## src/hw/rtl/rv64_decode_execute_unit_macros.svh

```systemverilog
// Assertion macros shared by the decode/execute RTL
`ifndef RV64_DECODE_EXECUTE_UNIT_MACROS_SVH
`define RV64_DECODE_EXECUTE_UNIT_MACROS_SVH

// Implication checked every clock outside reset
`define RDE_ASSERT_IMPL(label, clk, rst_n, lhs, rhs, msg) \
    label: assert property (@(posedge clk) disable iff (!rst_n) (lhs) |-> (rhs)) \
        else $error(msg);

// Next-cycle implication checked outside reset
`define RDE_ASSERT_NEXT(label, clk, rst_n, lhs, rhs, msg) \
    label: assert property (@(posedge clk) disable iff (!rst_n) (lhs) |=> (rhs)) \
        else $error(msg);

`endif

```

## src/hw/rtl/rde_pkg.sv

```systemverilog
// ---------------------------------------------------------------------------
// rde_pkg
// Types and constants for the RV64IM subset decode/execute unit.
// ---------------------------------------------------------------------------
`default_nettype none

package rde_pkg;

    typedef struct packed {
        logic [31:0] instruction;
        logic [31:0] pc;
        logic [63:0] rs1_value;
        logic [63:0] rs2_value;
    } rde_in_t;

    typedef struct packed {
        logic        write_enable;
        logic [4:0]  dest_reg;
        logic [63:0] result;
        logic        load_from_memory;
        logic [2:0]  mem_read_size;
        logic [2:0]  mem_write_size;
        logic [63:0] mem_address;
        logic [63:0] store_data;
        logic [31:0] next_pc;
        logic        branch_taken;
        logic        environment_call;
        logic        illegal;
    } rde_out_t;

    // operation class chosen by the front end
    typedef enum logic [4:0] {
        OP_ADD, OP_SUB, OP_SLL, OP_SLT, OP_XOR, OP_SRL, OP_SRA, OP_OR, OP_AND,
        OP_ADDW, OP_MUL, OP_MULH, OP_MULW, OP_DIV, OP_REM,
        OP_LUI, OP_UPPER_PC, OP_JAL, OP_JALR,
        OP_BEQ, OP_BNE, OP_BLT, OP_BGE,
        OP_LOAD, OP_STORE, OP_ECALL, OP_ILLEGAL
    } rde_op_t;

    // decoded item passed from front to back
    typedef struct packed {
        rde_op_t     op;
        logic [4:0]  rd;
        logic [2:0]  size;
        logic [63:0] a;
        logic [63:0] b;
        logic [63:0] imm;
        logic [31:0] pc;
    } rde_dec_t;

    localparam logic [6:0] OPC_OP     = 7'h33;
    localparam logic [6:0] OPC_OPIMM  = 7'h13;
    localparam logic [6:0] OPC_OPIMMW = 7'h1b;
    localparam logic [6:0] OPC_OPW    = 7'h3b;
    localparam logic [6:0] OPC_LUI    = 7'h37;
    localparam logic [6:0] OPC_AUIPC  = 7'h17;
    localparam logic [6:0] OPC_JAL    = 7'h6f;
    localparam logic [6:0] OPC_JALR   = 7'h67;
    localparam logic [6:0] OPC_BRANCH = 7'h63;
    localparam logic [6:0] OPC_LOAD   = 7'h03;
    localparam logic [6:0] OPC_STORE  = 7'h23;
    localparam logic [6:0] OPC_SYSTEM = 7'h73;
    localparam logic [31:0] ECALL_WORD = 32'h0000_0073;
    localparam logic [31:0] LINK_STEP  = 32'd4;
    localparam int DIV_STEPS_PER_STAGE = 4;

endpackage

`default_nettype wire

```

## src/hw/rtl/rde_queue.sv

```systemverilog
// ---------------------------------------------------------------------------
// rde_queue
// Two-entry queue that decouples the decode front from the execute back.
// ---------------------------------------------------------------------------
`default_nettype none

module rde_queue
(
    input  wire logic             clk,
    input  wire logic             rst_n,
    input  wire logic             wr_valid,
    output logic                  wr_ready,
    input  wire rde_pkg::rde_dec_t wr_data,
    output logic                  rd_valid,
    input  wire logic             rd_ready,
    output rde_pkg::rde_dec_t     rd_data
);
    import rde_pkg::*;

    `include "rv64_decode_execute_unit_macros.svh"

    rde_dec_t   mem_reg [2];
    logic       wptr_reg;
    logic       rptr_reg;
    logic [1:0] count_reg;
    logic       push;
    logic       pop;

    assign wr_ready = (count_reg != 2'd2);
    assign rd_valid = (count_reg != 2'd0);
    assign rd_data  = mem_reg[rptr_reg];
    assign push     = wr_valid && wr_ready;
    assign pop      = rd_valid && rd_ready;

    // pointers and fill count
    always_ff @(posedge clk or negedge rst_n)
    begin
        if (!rst_n)
        begin
            wptr_reg  <= 1'b0;
            rptr_reg  <= 1'b0;
            count_reg <= 2'd0;
        end
        else
        begin
            if (push) wptr_reg <= !wptr_reg;
            if (pop)  rptr_reg <= !rptr_reg;
            count_reg <= count_reg + {1'b0, push} - {1'b0, pop};
        end
    end

    // storage
    always_ff @(posedge clk)
    begin
        if (push)
            mem_reg[wptr_reg] <= wr_data;
    end

    `RDE_ASSERT_IMPL(a_q_count_max, clk, rst_n, 1'b1, count_reg <= 2'd2, "queue overfilled")
    `RDE_ASSERT_IMPL(a_q_ptr_full, clk, rst_n, count_reg == 2'd2, wptr_reg == rptr_reg,
                     "queue pointers disagree when full")
    `RDE_ASSERT_NEXT(a_q_push_only, clk, rst_n, push && !pop && count_reg == 2'd0,
                     count_reg == 2'd1, "queue count missed a transfer")

endmodule

`default_nettype wire

```

## config.mk

```make
export PLATFORM = sky130hd
export DESIGN_NAME = rde_queue
export DESIGN_NICKNAME = d
export VERILOG_FILES = /design/src/hw/rtl/rde_pkg.sv /design/src/hw/rtl/rde_queue.sv
export VERILOG_INCLUDE_DIRS = /design/src /design/src/hw/rtl
export SDC_FILE = /design/constraint.sdc
export NUM_CORES = 1
export LEC_CHECK = 0
export BUFFER_PORTS_ARGS = -buffer_cell sky130_fd_sc_hd__buf_2
export CORE_MARGIN = 2
export CORE_UTILIZATION = 37
export CTS_BUF_LIST = sky130_fd_sc_hd__clkbuf_8 sky130_fd_sc_hd__clkbuf_16
export CTS_CLUSTER_DIAMETER = 40
export DETAILED_ROUTE_END_ITERATION = 16
export HOLD_SLACK_MARGIN = 0.05
export PLACE_DENSITY = 0.71
export REMOVE_ABC_BUFFERS = 1
export SYNTH_ARGS = -nofsm -noshare
export SYNTH_HDL_FRONTEND = slang
export SYNTH_SLANG_ARGS = --single-unit
```

## constraint.sdc

```tcl
create_clock -name clk -period 30 [get_ports clk]
set_input_delay 6 -clock clk [delete_from_list [all_inputs] [get_ports clk]]
set_output_delay 6 -clock clk [all_outputs]
set_load 0.05 [all_outputs]
```

Word-level counts from Yosys, hierarchy flattened
Memory sizes are Yosys's and may differ from the RTL's.
Cells that the tools add are included.
{ "word_totals": {"inputBits": 241, "romBits": 0, "latchBits": 0, "elab_cells": 14, "n_memories": 1, "mem_bits_rw": 474, "regBits": 4, "output_inout_bits": 239} }
{ "classes": {"mul": 0, "n_shift": 0, "reduce_logical": 5, "n_div": 0, "add_sub_neg": 2, "n_lt_le_gt_ge": 0, "mux": 2, "bitwise_logic": 0, "n_eq_ne": 1} }
{ "memory_table": {"columns": ["name", "words", "width", "rd", "rd_clocked_by_memory_dff", "wr", "line_no", "source"], "rows": [
  ["mem_reg", 2, 237, 1, 0, 1, "rde_queue.sv:22", "rde_dec_t mem_reg [2];"]
]} }
{ "op_table": {"columns": ["op", "count"], "rows": [
  ["adder 2 x 1 -> 2 bit", 1],
  ["logical AND 1 bit", 2],
  ["logical NOT 1 bit", 2],
  ["2-to-1 mux 1 bit", 2],
  ["!= test 2 bit (second input constant)", 1],
  ["nonzero test 2 bit", 1],
  ["subtractor 2 x 1 -> 2 bit", 1]
]} }

Logic depth before layout (Yosys ltp)
{ "depth": {"word_depth": 4, "ltp_mapped": 5, "ltp_nobuf": 5} }

Least setup slack after synthesis
Ideal clock, no wire load.
{ "synth_timing": {"path_kind": "in2reg", "start": "in wr_valid", "end": "mem mem_reg[0][0] (netlist bit), enable pin", "setup_time_ps": 840, "path_slack_ps": 13248, "required_ps": 29160, "path_buffers": 0, "arrival_ps": 15912, "cell_stages": 2, "cell_sequence": "nand2_1 -> nor2_1"} }
{ "synth_via": {"elab_chain_len": 3} }
{ "synth_lines": {"columns": ["item", "line_no", "source"], "rows": [
  ["from (decl)", "rde_queue.sv:11", "input wire logic wr_valid,"],
  ["logical AND 1 bit", "rde_queue.sv:32", "assign push = wr_valid && wr_ready;"],
  ["2-to-1 mux 1 bit", "rde_queue.sv:55", "if (push)"],
  ["2-to-1 mux 1 bit (implied by the code)", "rde_queue.sv:56", "mem_reg[wptr_reg] <= wr_data;"],
  ["to (decl)", "rde_queue.sv:22", null]
]} }
No other way between the ends.

==> run metrics <==
Root Driver clkbuf_16; RSZ-0062 raised after global routing false; synth top area cells edfxtp_1 82%, mux2_2 15%, buf_6 1.6%; EDFF count, synth 474; first-pass GRT wire length 54,100 um; met3 WL 2950 um; First DRT Iteration DRCs 499; number of global-route vias before repair 9,476; Required @ worst endpoint 24.00 ns; status finished clean; cell family with most CP delay buffers and inverters; largest net degree at the start of global routing 79; Synth Area in Compound Gates 0.137%; R2R Setup Slk 26.20 ns; Sw Ratio 40.3%; clock share of power 26.2%; Slew HR 29.4%; clk slew on worst S/H paths 0.06 ns; synth cell count leaders 474 x edfxtp_1, 237 x mux2_2, 25 x buf_6; Vias 8,986; Post-Synth Simple-Gate Area 0.338%; max reg flops 474; initial antenna violation count 7; combinational share of power 38.7%; Slew Limit Fails 0; Arrival @ worst endpoint 3.71 ns; Sink Count 478; Starting Density 37.5%; synth warn 0; final period utilization 32.4%; multi-input logic area 0.00280 sq mm; worst slew pin tran 1.06 ns; most frequent cell after synthesis edfxtp_1; Syn Area/Cell 22.9 sq um; Fin. Hold Viols 0; Distinct cells, synth 18; post-synth top area share 81.8%; CP most frequent cell buf_4; max-cap violations 0; gpl congestion 0.775; DRT Pass-1 Iters 6; synthesized cell area 0.0174 sq mm; Reg power frac 35.1%; CTS tree done; Final ANT Viol Nets 0; port buffer count 479; ordered cell list for the critical path buf_4, buf_4, mux2_2, buf_2; Setup violations, final 0; Max Freq 103 MHz; post-layout minimum cycle time 9.71 ns; Yosys reg bits 478; area of the die 0.0488 sq mm; hpwl dp 23,900 um; worst hold path type reg -> reg; Crit path largest cell delay 0.86 ns; uppermost layer routed met4; WL final 35,700 um; PD cells 121 mW/mm^2; VDD IR max 0.000105 V; main flop type after synthesis edfxtp_1; WP buf/inv 3; adder-cell share of the synthesized area 0.0719%; Sw Pwr 1.09 mW; H-tree depth 2; Wirelength per Cell 18.4 um; Setup Fix Bufs, Post-CTS 0; clk buf depth 3; register area 0.0143 sq mm; GRT Total Usage 14.1%; # fillers 3,899; Core ar. 0.0465 sq mm; nets@finish 1,525; clock latency on the worst-skew pair 0.60 ns; internal power 1.62 mW; Leak 8.37 nW; vias per cell 4.62; Die W 221 um; DR WL met2 18,300 um; total gr overflow 0; Setup TNS 0 ns; overall power 2.71 mW; synthesis-to-layout area growth 28.7%; CTS Buf Count 60; Yosys top cell by area edfxtp_1; Residual DRC 0; hold_buf cts 0; M1 WL 13,500 um; critical path startpoint category flop; xor and xnor area share after synthesis 0.151%; multiplexer share of the synthesized area 15.3%; share of layout cells above drive strength 1 62.0%; Syn Inst Count 759; Crit-path slowest cell buf_4; post-cts sizing count 0; # IOs 480; critical path type reg -> out; Die Ht 221 um; Seq/Total Area, Yosys 82.3%; clk_skew 0.0271 ns; largest family of logic cells by synthesized area multiplexers; Crit Path Max Fanout 69; Cell Rows 79; critical path endpoint category output pin; Async SR Flop Fraction 0.837%
logic make-up (layout without fill, tap and decap cells):
kind of cell             count (synthesis)  after routing
multiplexers                           237            237
flip-flops                             478            478
other                                    0              7
AND/OR/NAND/NOR                         11             11
XOR/XNOR                                 3              3
AO/OA/AOI/OAI                            3              3
adder cells (fa/ha/maj)                  1              1
buffers and inverters                   26            597
power groups by stage:
stage	registers (mW)	clock network [mW]	logic [mW]
floorplan	1.04	0	0.811
global placement	0.958	0	1.06
detailed placement	0.967	0	1.06
CTS	0.954	0.728	1.06
global route	0.966	0.755	1.09
finish	0.952	0.710	1.05
placed cells by master (no fill, tap or decap), drive strengths merged:
cell type,netlist,routed
nand2b,1,1
buf,26,488
edfxtp,474,474
inv,0,19
nand2,2,2
clkinvlp,0,6
diode,0,7
mux2,237,237
xnor2,3,3
dfrtp,4,4
nand3,1,1
a311oi,1,1
nor2b,1,1
or2,1,1
o21ba,1,1
nor2,3,3
nor4bb,1,1
clkinv,0,15
ha,1,1
bufinv,0,7
and3,1,1
o21ai,1,1
clkbuf,0,62
layout make-up:
class | count | area share, %
clock inverters | 47 | 2.14
diodes | 7 | 0.0782
flip-flops and latches | 478 | 64.0
repair buffers | 488 | 11.0
multi-input cells | 255 | 12.5
clock buffers | 62 | 6.92
well taps | 607 | 3.39
metrics by stage:
| stage | cells | hold WS (ns) | cell area (sq um) | utilization (%) | setup slack, ns |
|---|---|---|---|---|---|
| global route | 1943 | 0.614 | 22400 | 48.2 | 20.10 |
| finish | 1944 | 0.584 | 22400 | 48.2 | 20.29 |
| detailed placement | 1828 | 0.567 | 20400 | 43.8 | 20.69 |
| global placement | 1828 | 0.553 | 20400 | 43.8 | 20.72 |
| CTS | 1937 | 0.578 | 22400 | 48.2 | 20.22 |
| floorplan | 733 | 0.460 | 17100 | - | 13.25 |
routing by layer:
metal / vias up / global-route usage [%]
met3: 64 / 5.43
li1: 4124 / -
met1: 4466 / 16.0
met4: 0 / 5.28
met5: - / 0
met2: 332 / 24.2
final timing paths:
check / startpoint / to / depth (start not counted)
setup / recovery: rptr_reg$_DFFE_PN0P_ / rd_data[213] / 4
hold / removal: wptr_reg$_DFFE_PN0P_ / wptr_reg$_DFFE_PN0P_ / 1
setup reg to reg: count_reg[0]$_DFF_PN0_ / mem_reg[0][213]$_DFFE_PP_ / 5
hold reg to reg: wptr_reg$_DFFE_PN0P_ / wptr_reg$_DFFE_PN0P_ / 1
max in group asynchronous: rst_n / rptr_reg$_DFFE_PN0P_ / 1
min in group asynchronous: rst_n / rptr_reg$_DFFE_PN0P_ / 1
(Power assumes the default switching activity.)
