<file path="config.mk">
export PLATFORM = sky130hd
export DESIGN_NAME = rde_front
export DESIGN_NICKNAME = d
export VERILOG_FILES = /design/src/hw/rtl/rv64_decode_execute_unit_macros.svh /design/src/hw/rtl/rde_pkg.sv /design/src/hw/rtl/rde_front.sv
export SDC_FILE = /design/constraint.sdc
export NUM_CORES = 1
export LEC_CHECK = 0
export ABC_CLOCK_PERIOD_IN_PS = 6760
export BUFFER_PORTS_ARGS = -buffer_cell sky130_fd_sc_hd__buf_2
export CAP_MARGIN = 20
export CORE_AREA = 2 2 171 173
export DETAILED_ROUTE_END_ITERATION = 8
export DIE_AREA = 0 0 173 175
export MAX_ROUTING_LAYER = met4
export PLACE_DENSITY = 0.57
export SLEW_MARGIN = 5
export SYNTH_ARGS = -nofsm -noshare
export SYNTH_HDL_FRONTEND = slang
export SYNTH_SLANG_ARGS = --single-unit
</file>
<file path="constraint.sdc">
create_clock -name clk -period 6.76 [get_ports clk]
set_input_delay 1.014 -clock clk [delete_from_list [all_inputs] [get_ports clk]]
set_output_delay 1.014 -clock clk [all_outputs]
set_load 0.01 [all_outputs]
</file>
<file path="src/hw/rtl/rv64_decode_execute_unit_macros.svh">
// Assertion macros shared by the decode/execute RTL
`ifndef RV64_DECODE_EXECUTE_UNIT_MACROS_SVH
`define RV64_DECODE_EXECUTE_UNIT_MACROS_SVH

// Implication checked every clock outside reset
`define RDE_ASSERT_IMPL(label, clk, rst_n, lhs, rhs, msg) \
    label: assert property (@(posedge clk) disable iff (!rst_n) (lhs) |-> (rhs)) \
        else $error(msg);

// Next-cycle implication checked outside reset
`define RDE_ASSERT_NEXT(label, clk, rst_n, lhs, rhs, msg) \
    label: assert property (@(posedge clk) disable iff (!rst_n) (lhs) |=> (rhs)) \
        else $error(msg);

`endif

</file>
<file path="src/hw/rtl/rde_pkg.sv">
// ---------------------------------------------------------------------------
// rde_pkg
// Types and constants for the RV64IM subset decode/execute unit.
// ---------------------------------------------------------------------------
`default_nettype none

package rde_pkg;

    typedef struct packed {
        logic [31:0] instruction;
        logic [31:0] pc;
        logic [63:0] rs1_value;
        logic [63:0] rs2_value;
    } rde_in_t;

    typedef struct packed {
        logic        write_enable;
        logic [4:0]  dest_reg;
        logic [63:0] result;
        logic        load_from_memory;
        logic [2:0]  mem_read_size;
        logic [2:0]  mem_write_size;
        logic [63:0] mem_address;
        logic [63:0] store_data;
        logic [31:0] next_pc;
        logic        branch_taken;
        logic        environment_call;
        logic        illegal;
    } rde_out_t;

    // operation class chosen by the front end
    typedef enum logic [4:0] {
        OP_ADD, OP_SUB, OP_SLL, OP_SLT, OP_XOR, OP_SRL, OP_SRA, OP_OR, OP_AND,
        OP_ADDW, OP_MUL, OP_MULH, OP_MULW, OP_DIV, OP_REM,
        OP_LUI, OP_UPPER_PC, OP_JAL, OP_JALR,
        OP_BEQ, OP_BNE, OP_BLT, OP_BGE,
        OP_LOAD, OP_STORE, OP_ECALL, OP_ILLEGAL
    } rde_op_t;

    // decoded item passed from front to back
    typedef struct packed {
        rde_op_t     op;
        logic [4:0]  rd;
        logic [2:0]  size;
        logic [63:0] a;
        logic [63:0] b;
        logic [63:0] imm;
        logic [31:0] pc;
    } rde_dec_t;

    localparam logic [6:0] OPC_OP     = 7'h33;
    localparam logic [6:0] OPC_OPIMM  = 7'h13;
    localparam logic [6:0] OPC_OPIMMW = 7'h1b;
    localparam logic [6:0] OPC_OPW    = 7'h3b;
    localparam logic [6:0] OPC_LUI    = 7'h37;
    localparam logic [6:0] OPC_AUIPC  = 7'h17;
    localparam logic [6:0] OPC_JAL    = 7'h6f;
    localparam logic [6:0] OPC_JALR   = 7'h67;
    localparam logic [6:0] OPC_BRANCH = 7'h63;
    localparam logic [6:0] OPC_LOAD   = 7'h03;
    localparam logic [6:0] OPC_STORE  = 7'h23;
    localparam logic [6:0] OPC_SYSTEM = 7'h73;
    localparam logic [31:0] ECALL_WORD = 32'h0000_0073;
    localparam logic [31:0] LINK_STEP  = 32'd4;
    localparam int DIV_STEPS_PER_STAGE = 4;

endpackage

`default_nettype wire

</file>
<file path="src/hw/rtl/rde_front.sv">
// ---------------------------------------------------------------------------
// rde_front
// Decodes one instruction word into an operation class and operands.
// ---------------------------------------------------------------------------
`default_nettype none

module rde_front
(
    input  wire logic            clk,
    input  wire logic            rst_n,
    input  wire logic            in_valid,
    output logic                 in_ready,
    input  wire rde_pkg::rde_in_t in_data,
    output logic                 dec_valid,
    input  wire logic            dec_ready,
    output rde_pkg::rde_dec_t    dec_data
);
    import rde_pkg::*;

    logic       valid_reg;
    rde_dec_t   data_reg;
    rde_dec_t   dec_next;
    logic [31:0] iw;
    logic [6:0] opc;
    logic [2:0] f3;
    logic [6:0] f7;
    logic [5:0] f6;

    assign iw  = in_data.instruction;
    assign opc = iw[6:0];
    assign f3  = iw[14:12];
    assign f7  = iw[31:25];
    assign f6  = iw[31:26];

    // classify and pick the immediate
    always_comb
    begin
        dec_next.rd   = iw[11:7];
        dec_next.size = 3'd0;
        dec_next.a    = in_data.rs1_value;
        dec_next.b    = in_data.rs2_value;
        dec_next.pc   = in_data.pc;
        dec_next.imm  = {{52{iw[31]}}, iw[31:20]};
        dec_next.op   = OP_ILLEGAL;
        case (opc)
            OPC_OP:
            begin
                if (f7 == 7'h00)
                begin
                    case (f3)
                        3'd0: dec_next.op = OP_ADD;
                        3'd1: dec_next.op = OP_SLL;
                        3'd2: dec_next.op = OP_SLT;
                        3'd4: dec_next.op = OP_XOR;
                        3'd5: dec_next.op = OP_SRL;
                        3'd6: dec_next.op = OP_OR;
                        3'd7: dec_next.op = OP_AND;
                        default: dec_next.op = OP_ILLEGAL;
                    endcase
                end
                else if (f7 == 7'h20)
                begin
                    if (f3 == 3'd0)      dec_next.op = OP_SUB;
                    else if (f3 == 3'd5) dec_next.op = OP_SRA;
                end
                else if (f7 == 7'h01)
                begin
                    case (f3)
                        3'd0: dec_next.op = OP_MUL;
                        3'd1: dec_next.op = OP_MULH;
                        3'd4: dec_next.op = OP_DIV;
                        3'd6: dec_next.op = OP_REM;
                        default: dec_next.op = OP_ILLEGAL;
                    endcase
                end
                // low 6 bits of rs2 form the shift amount
                if (f3 == 3'd1 || f3 == 3'd5)
                    dec_next.imm = {58'd0, in_data.rs2_value[5:0]};
            end
            OPC_OPIMM:
            begin
                dec_next.b = dec_next.imm;
                case (f3)
                    3'd0: dec_next.op = OP_ADD;
                    3'd2: dec_next.op = OP_SLT;
                    3'd4: dec_next.op = OP_XOR;
                    3'd6: dec_next.op = OP_OR;
                    3'd7: dec_next.op = OP_AND;
                    3'd1: if (f6 == 6'h00) dec_next.op = OP_SLL;
                    3'd5:
                    begin
                        if (f6 == 6'h00)      dec_next.op = OP_SRL;
                        else if (f6 == 6'h10) dec_next.op = OP_SRA;
                    end
                    default: dec_next.op = OP_ILLEGAL;
                endcase
                if (f3 == 3'd1 || f3 == 3'd5)
                    dec_next.imm = {58'd0, iw[25:20]};
            end
            OPC_OPIMMW:
            begin
                dec_next.b = dec_next.imm;
                if (f3 == 3'd0) dec_next.op = OP_ADDW;
            end
            OPC_OPW:
            begin
                if (f3 == 3'd0 && f7 == 7'h00)      dec_next.op = OP_ADDW;
                else if (f3 == 3'd0 && f7 == 7'h01) dec_next.op = OP_MULW;
            end
            OPC_LUI:
            begin
                dec_next.op  = OP_LUI;
                dec_next.imm = {{32{iw[31]}}, iw[31:12], 12'd0};
            end
            OPC_AUIPC:
            begin
                dec_next.op  = OP_UPPER_PC;
                dec_next.imm = {{32{iw[31]}}, iw[31:12], 12'd0};
            end
            OPC_JAL:
            begin
                dec_next.op  = OP_JAL;
                dec_next.imm = {{44{iw[31]}}, iw[19:12], iw[20], iw[30:21], 1'b0};
            end
            OPC_JALR:
            begin
                if (f3 == 3'd0) dec_next.op = OP_JALR;
            end
            OPC_BRANCH:
            begin
                dec_next.imm = {{52{iw[31]}}, iw[7], iw[30:25], iw[11:8], 1'b0};
                case (f3)
                    3'd0: dec_next.op = OP_BEQ;
                    3'd1: dec_next.op = OP_BNE;
                    3'd4: dec_next.op = OP_BLT;
                    3'd5: dec_next.op = OP_BGE;
                    default: dec_next.op = OP_ILLEGAL;
                endcase
            end
            OPC_LOAD:
            begin
                dec_next.size = {1'b0, f3[1:0]} + 3'd1;
                if (!f3[2]) dec_next.op = OP_LOAD;
            end
            OPC_STORE:
            begin
                dec_next.size = {1'b0, f3[1:0]} + 3'd1;
                dec_next.imm  = {{52{iw[31]}}, iw[31:25], iw[11:7]};
                if (!f3[2]) dec_next.op = OP_STORE;
            end
            OPC_SYSTEM:
            begin
                if (iw == ECALL_WORD) dec_next.op = OP_ECALL;
            end
            default: dec_next.op = OP_ILLEGAL;
        endcase
    end

    // output register; refills whenever the downstream takes or it is empty
    assign in_ready  = !valid_reg || dec_ready;
    assign dec_valid = valid_reg;
    assign dec_data  = data_reg;

    always_ff @(posedge clk or negedge rst_n)
    begin
        if (!rst_n)
            valid_reg <= 1'b0;
        else if (in_ready)
            valid_reg <= in_valid;
    end

    always_ff @(posedge clk)
    begin
        if (in_ready && in_valid)
            data_reg <= dec_next;
    end

endmodule

`default_nettype wire

</file>
Yosys cells after proc, flatten, opt, wreduce, memory -nomap -nowiden
Cells that the tools add are included.
{ "classes": {"addsub": 1, "n_eq_ne": 22, "muxes": 24, "n_reduce_logical": 12} }
{ "ops": {"columns": ["cell", "n"], "rows": [
  ["$pmux W64 S6", 1],
  ["$mux W64", 3],
  ["$pmux W5 S7", 2],
  ["$pmux W5 S12", 1],
  ["$mux W5", 11],
  ["$eq A7 B6 Y1 const B", 5],
  ["$eq A32 B7 Y1 const B", 1],
  ["$eq A7 B7 Y1 const B", 4],
  ["$eq A7 B5 Y1 const B", 3],
  ["$pmux W5 S4", 1],
  ["$pmux W4 S4", 1],
  ["$eq A3 B3 Y1 const B", 4],
  ["$mux W4", 2],
  ["$eq A7 B1 Y1 const B", 1],
  ["$eq A7 B2 Y1 const B", 1],
  ["$logic_not A7 Y1", 1],
  ["$eq A6 B5 Y1 const B", 1],
  ["$logic_not A6 Y1", 1],
  ["$reduce_or A2 Y1", 3],
  ["$mux W2", 2],
  ["$add A2 B1 Y3 const B", 1],
  ["$eq A3 B1 Y1 const B", 1],
  ["$eq A3 B2 Y1 const B", 1],
  ["$logic_and A1 B1 Y1", 3],
  ["other kinds (3)", 4]
]} }
{ "word_totals": {"regBits": 238, "inputBits": 196, "output_inout_bits": 239, "elab_cells": 67} }

Depth between registers and ports, before layout
{ "logic_depth": {"depth_word": 6, "depth_mapped": 8, "depth_no_buf": 7} }

Least setup slack after synthesis
No wires, ideal clock.
{ "synth_path": {"path_kind": "input to register", "start": "input port dec_ready", "end": "register data_reg, in the netlist dec_data[0] (enable)", "setup_time_ps": 591, "arrival_time_ps": 5906, "required_time_ps": 6169, "setup_slack_ps": 262, "stages": 2, "path_buffers": 0, "path_cell_list": "nand2b_1 > and2_1"} }
{ "synth_via": {"elab_chain_len": 2} }
{ "synth_rtl": {"columns": ["item", "line", "text"], "rows": [
  ["start, declared", "rde_front.sv:15", "input wire logic dec_ready,"],
  ["$logic_or A1 B1 Y1", "rde_front.sv:160", "assign in_ready = !valid_reg || dec_ready;"],
  ["$logic_and A1 B1 Y1", "rde_front.sv:174", "if (in_ready && in_valid)"],
  ["end signal, assigned", "rde_front.sv:175", "data_reg <= dec_next;"],
  ["end, declared", "rde_front.sv:21", "rde_dec_t data_reg;"]
]} }
Every way passes these cells.
A chain may end at the register's enable or synchronous reset.

==> summary.txt <==
GRT
  – Largest net degree at the start of global routing: 109
  – First-pass GRT wire length: between 30000 and 40000 um
  – Total GRT Usage: 0.172
  – Initial antenna violation count: 0
  – Grt total ovfl: 0
  – Vias in the first global route: roughly 6000

Critical path
  – Crit. Startpoint: in_data[161]
  – Worst r2r src: dec_valid
  – CP endpoint kind: register
  – Cell depth of the worst flop-to-flop path: 3
  – Crit Path Category: input pin to register
  – Startpoint Class: input pin
  – Crit path DAT: between 3000 and 4000 ps
  – Reg2reg setup slack: approximately 4500 ps
  – R2R Path End: dec_data[52]
  – CP required: 7040 ps
  – Crit-path max FO: 13

Detailed routing
  – DRT Wirelength: around 27000 um
  – DR iter-0 viols: roughly 470
  – Post-route ant nets: 0
  – Post-DR vias/cell: approximately 4.6
  – Wirelength per Cell: around 20 um
  – Drt drc: 0
  – Via count: slightly above 6000
  – 1st-pass router iterations: 5

STA
  – Clock Skew: roughly 7.6 ps
  – Tmin final: approximately 3100 ps
  – Crit share post-route: 0.460
  – Slew @ Worst Pin: between 700 and 800 ps
  – Hold_ws: approximately 250 ps
  – Slew HR: 0.469
  – Final Max Tran Viols: 0
  – Final setup violation count: 0
  – Hold Vio Cnt, Final: 0
  – Setup TNS: 0 ps
  – RSZ-0062 raised after global routing: no
  – Max Fclk: approximately 320 MHz

Synth
  – Synth Net Count: around 730
  – Syn. warnings: 0
  – Mapped Avg Cell Area: 15.7 um2
  – Synth area leaders: edfxtp_1 74%, a21o_1 6.2%, buf_4 2.9%, mux2_1 1.3%, clkbuf_1 1.2%
  – Synthesized area: roughly 8400 um2
  – Unique cell type count in the Yosys netlist: 60
  – Ys async rst share: 0.00485
  – Yosys top cell area share: 0.736
  – Post-synthesis sequential area ratio: 0.739
  – Syn Inst Count: 534
  – Top_reg_cell synth: edfxtp_1
  – Area leader, netlist: edfxtp_1
  – Seq cells post-synth: just over 200
  – Post-synth EDFFs: a little over 200

Floorplan
  – Die Y: ~180 um
  – Core area: roughly 28000 um2
  – Rows: 62
  – Die Width: 173 um
  – I/O pin count: 435
  – Initial Utilization: 0.295
  – Die area: between 30000 and 40000 um2

Clocking
  – Clk slew on worst S/H paths: about 60 ps
  – Htree depth: 1
  – CTS sink count: 206
  – CTS Hold Bufs: 0
  – Number of buffers created by CTS: 25
  – Clk buf depth: 3
  – Clock Tree Root: clkbuf_16
  – Cts repair resizes: 0
  – Post-CTS Setup Inserts: 0
  – Clock Latency Late Sink: around 530 ps
  – CTS tree: done

Min path
  – Worst Hold Class: input pin to async pin

Cells and area
  – Area grow syn2layout: 36.8%
  – Nets: about 1100
  – Finished Core Util: 0.403
  – Ant diodes: 0
  – Share of layout cells above drive strength 1: 0.509
  – Register area: 6180 um2
  – Area of the multi-input gates: approximately 1800 um2
  – FILL cells: approximately 2800

Outcome
  – Outcome: finished, final reports clean

Placement
  – GPL Wtd Cong: between 0.8 and 0.9
  – Dpl hpwl: 19500 um
  – # port buffers: ~430

Power
  – Worst IR Drop VDD: 0.159 mV
  – LEAKAGE: approximately 5 nW
  – Pwr per Cell Area: between 200 and 300 nW/um2

Flow run
  – MaxCap Viol Count: 0
-- per-stage QoR --
stage	cells	instance area (um2)	power [mW]	setup slack, ps
2_1_floorplan	534	8370	1.70	262
3_3_place_gp	1293	10700	1.85	3030
3_5_place_dp	1293	10700	1.85	3070
4_1_cts	1337	11400	3.08	3620
5_1_grt	1337	11400	3.16	3450
6_report	1337	11400	3.03	3650
-- sequential cells by signal, indices dropped and copies added (netlist names) --
| signal | cells |
|---|---|
| dec_data | 205 |
| dec_valid | 1 |
-- worst max-delay path by stage --
stage / to / slack [ps] / cells after the start
5_1_grt: dec_data[55] / 3450 / 6
3_5_place_dp: dec_data[61] / 3070 / 6
3_3_place_gp: dec_data[54] / 3030 / 6
2_1_floorplan: dec_data[0] / 260 / 2
4_1_cts: dec_data[55] / 3620 / 6
6_report: dec_data[57] / 3650 / 6
-- cell families (layout without fill, tap and decap cells) --
kind of cell | count (synthesis) | count (layout) | share of synthesized area
mux | 12 | 12 | 0.0162
compound gates | 138 | 138 | 0.122
simple gates | 104 | 104 | 0.0709
flops | 206 | 206 | 0.739
fa+ha+maj | 4 | 4 | 0.00598
buf+inv | 70 | 489 | 0.0461
-- worst max-delay path: stages --
cell     delay [ps]
buf_2           120
and2_1          460
and3_1          740
a21oi_1         320
and2_1          470
a21o_1          260
-- layout by cell type, fill, tap and decap left out, types with 4 or more instances in the layout --
master,synthesis,layout
a21o_1,69,69
a21oi_1,14,14
a22o_1,4,4
a41o_1,8,8
and2_1,10,9
and3_1,5,5
buf_2,2,434
clkbuf_16,0,25
clkinv_1,1,5
clkinv_2,0,9
edfxtp_1,205,205
ha_1,4,4
inv_1,5,5
mux2_1,10,10
nand2_1,14,14
nand2b_1,10,10
nand3_1,6,6
nand3b_1,4,4
nor2_1,17,16
nor3_1,9,9
nor3b_1,4,4
o211ai_1,5,5
o21ai_0,5,5
o21ai_1,5,5
or3_1,5,4
-- power by group --
part	internal, mW	switching, mW
clock network	0.679	0.529
registers	1.49	0.0180
logic	0.126	0.185
-- final cells by class --
cell class,instances,share of cell area
clock inverter,16,0.00842
inverter,7,0.00230
multi-input combinational,258,0.158
timing repair buffer,438,0.193
clock buffer,28,0.0556
tap,384,0.0420
sequential,206,0.540
-- Yosys cell counts, types with 6 or more instances --
cell,number
edfxtp_1,205
a21o_1,69
buf_4,32
clkbuf_1,27
nor2_1,17
a21oi_1,14
nand2_1,14
and2_1,10
mux2_1,10
nand2b_1,10
nor3_1,9
a41o_1,8
nand3_1,6
-- metal layers --
layer	vias to the layer above	track usage	wire length [um]	part of all wire
met5	-	-	0	0
met4	0	0.0381	408	0.015
met3	33	0.0368	2090	0.078
met2	329	0.272	12900	0.48
met1	2999	0.228	11300	0.42
li1	2848	-	-	-
Note: power is estimated with default switching activity, not from simulation.
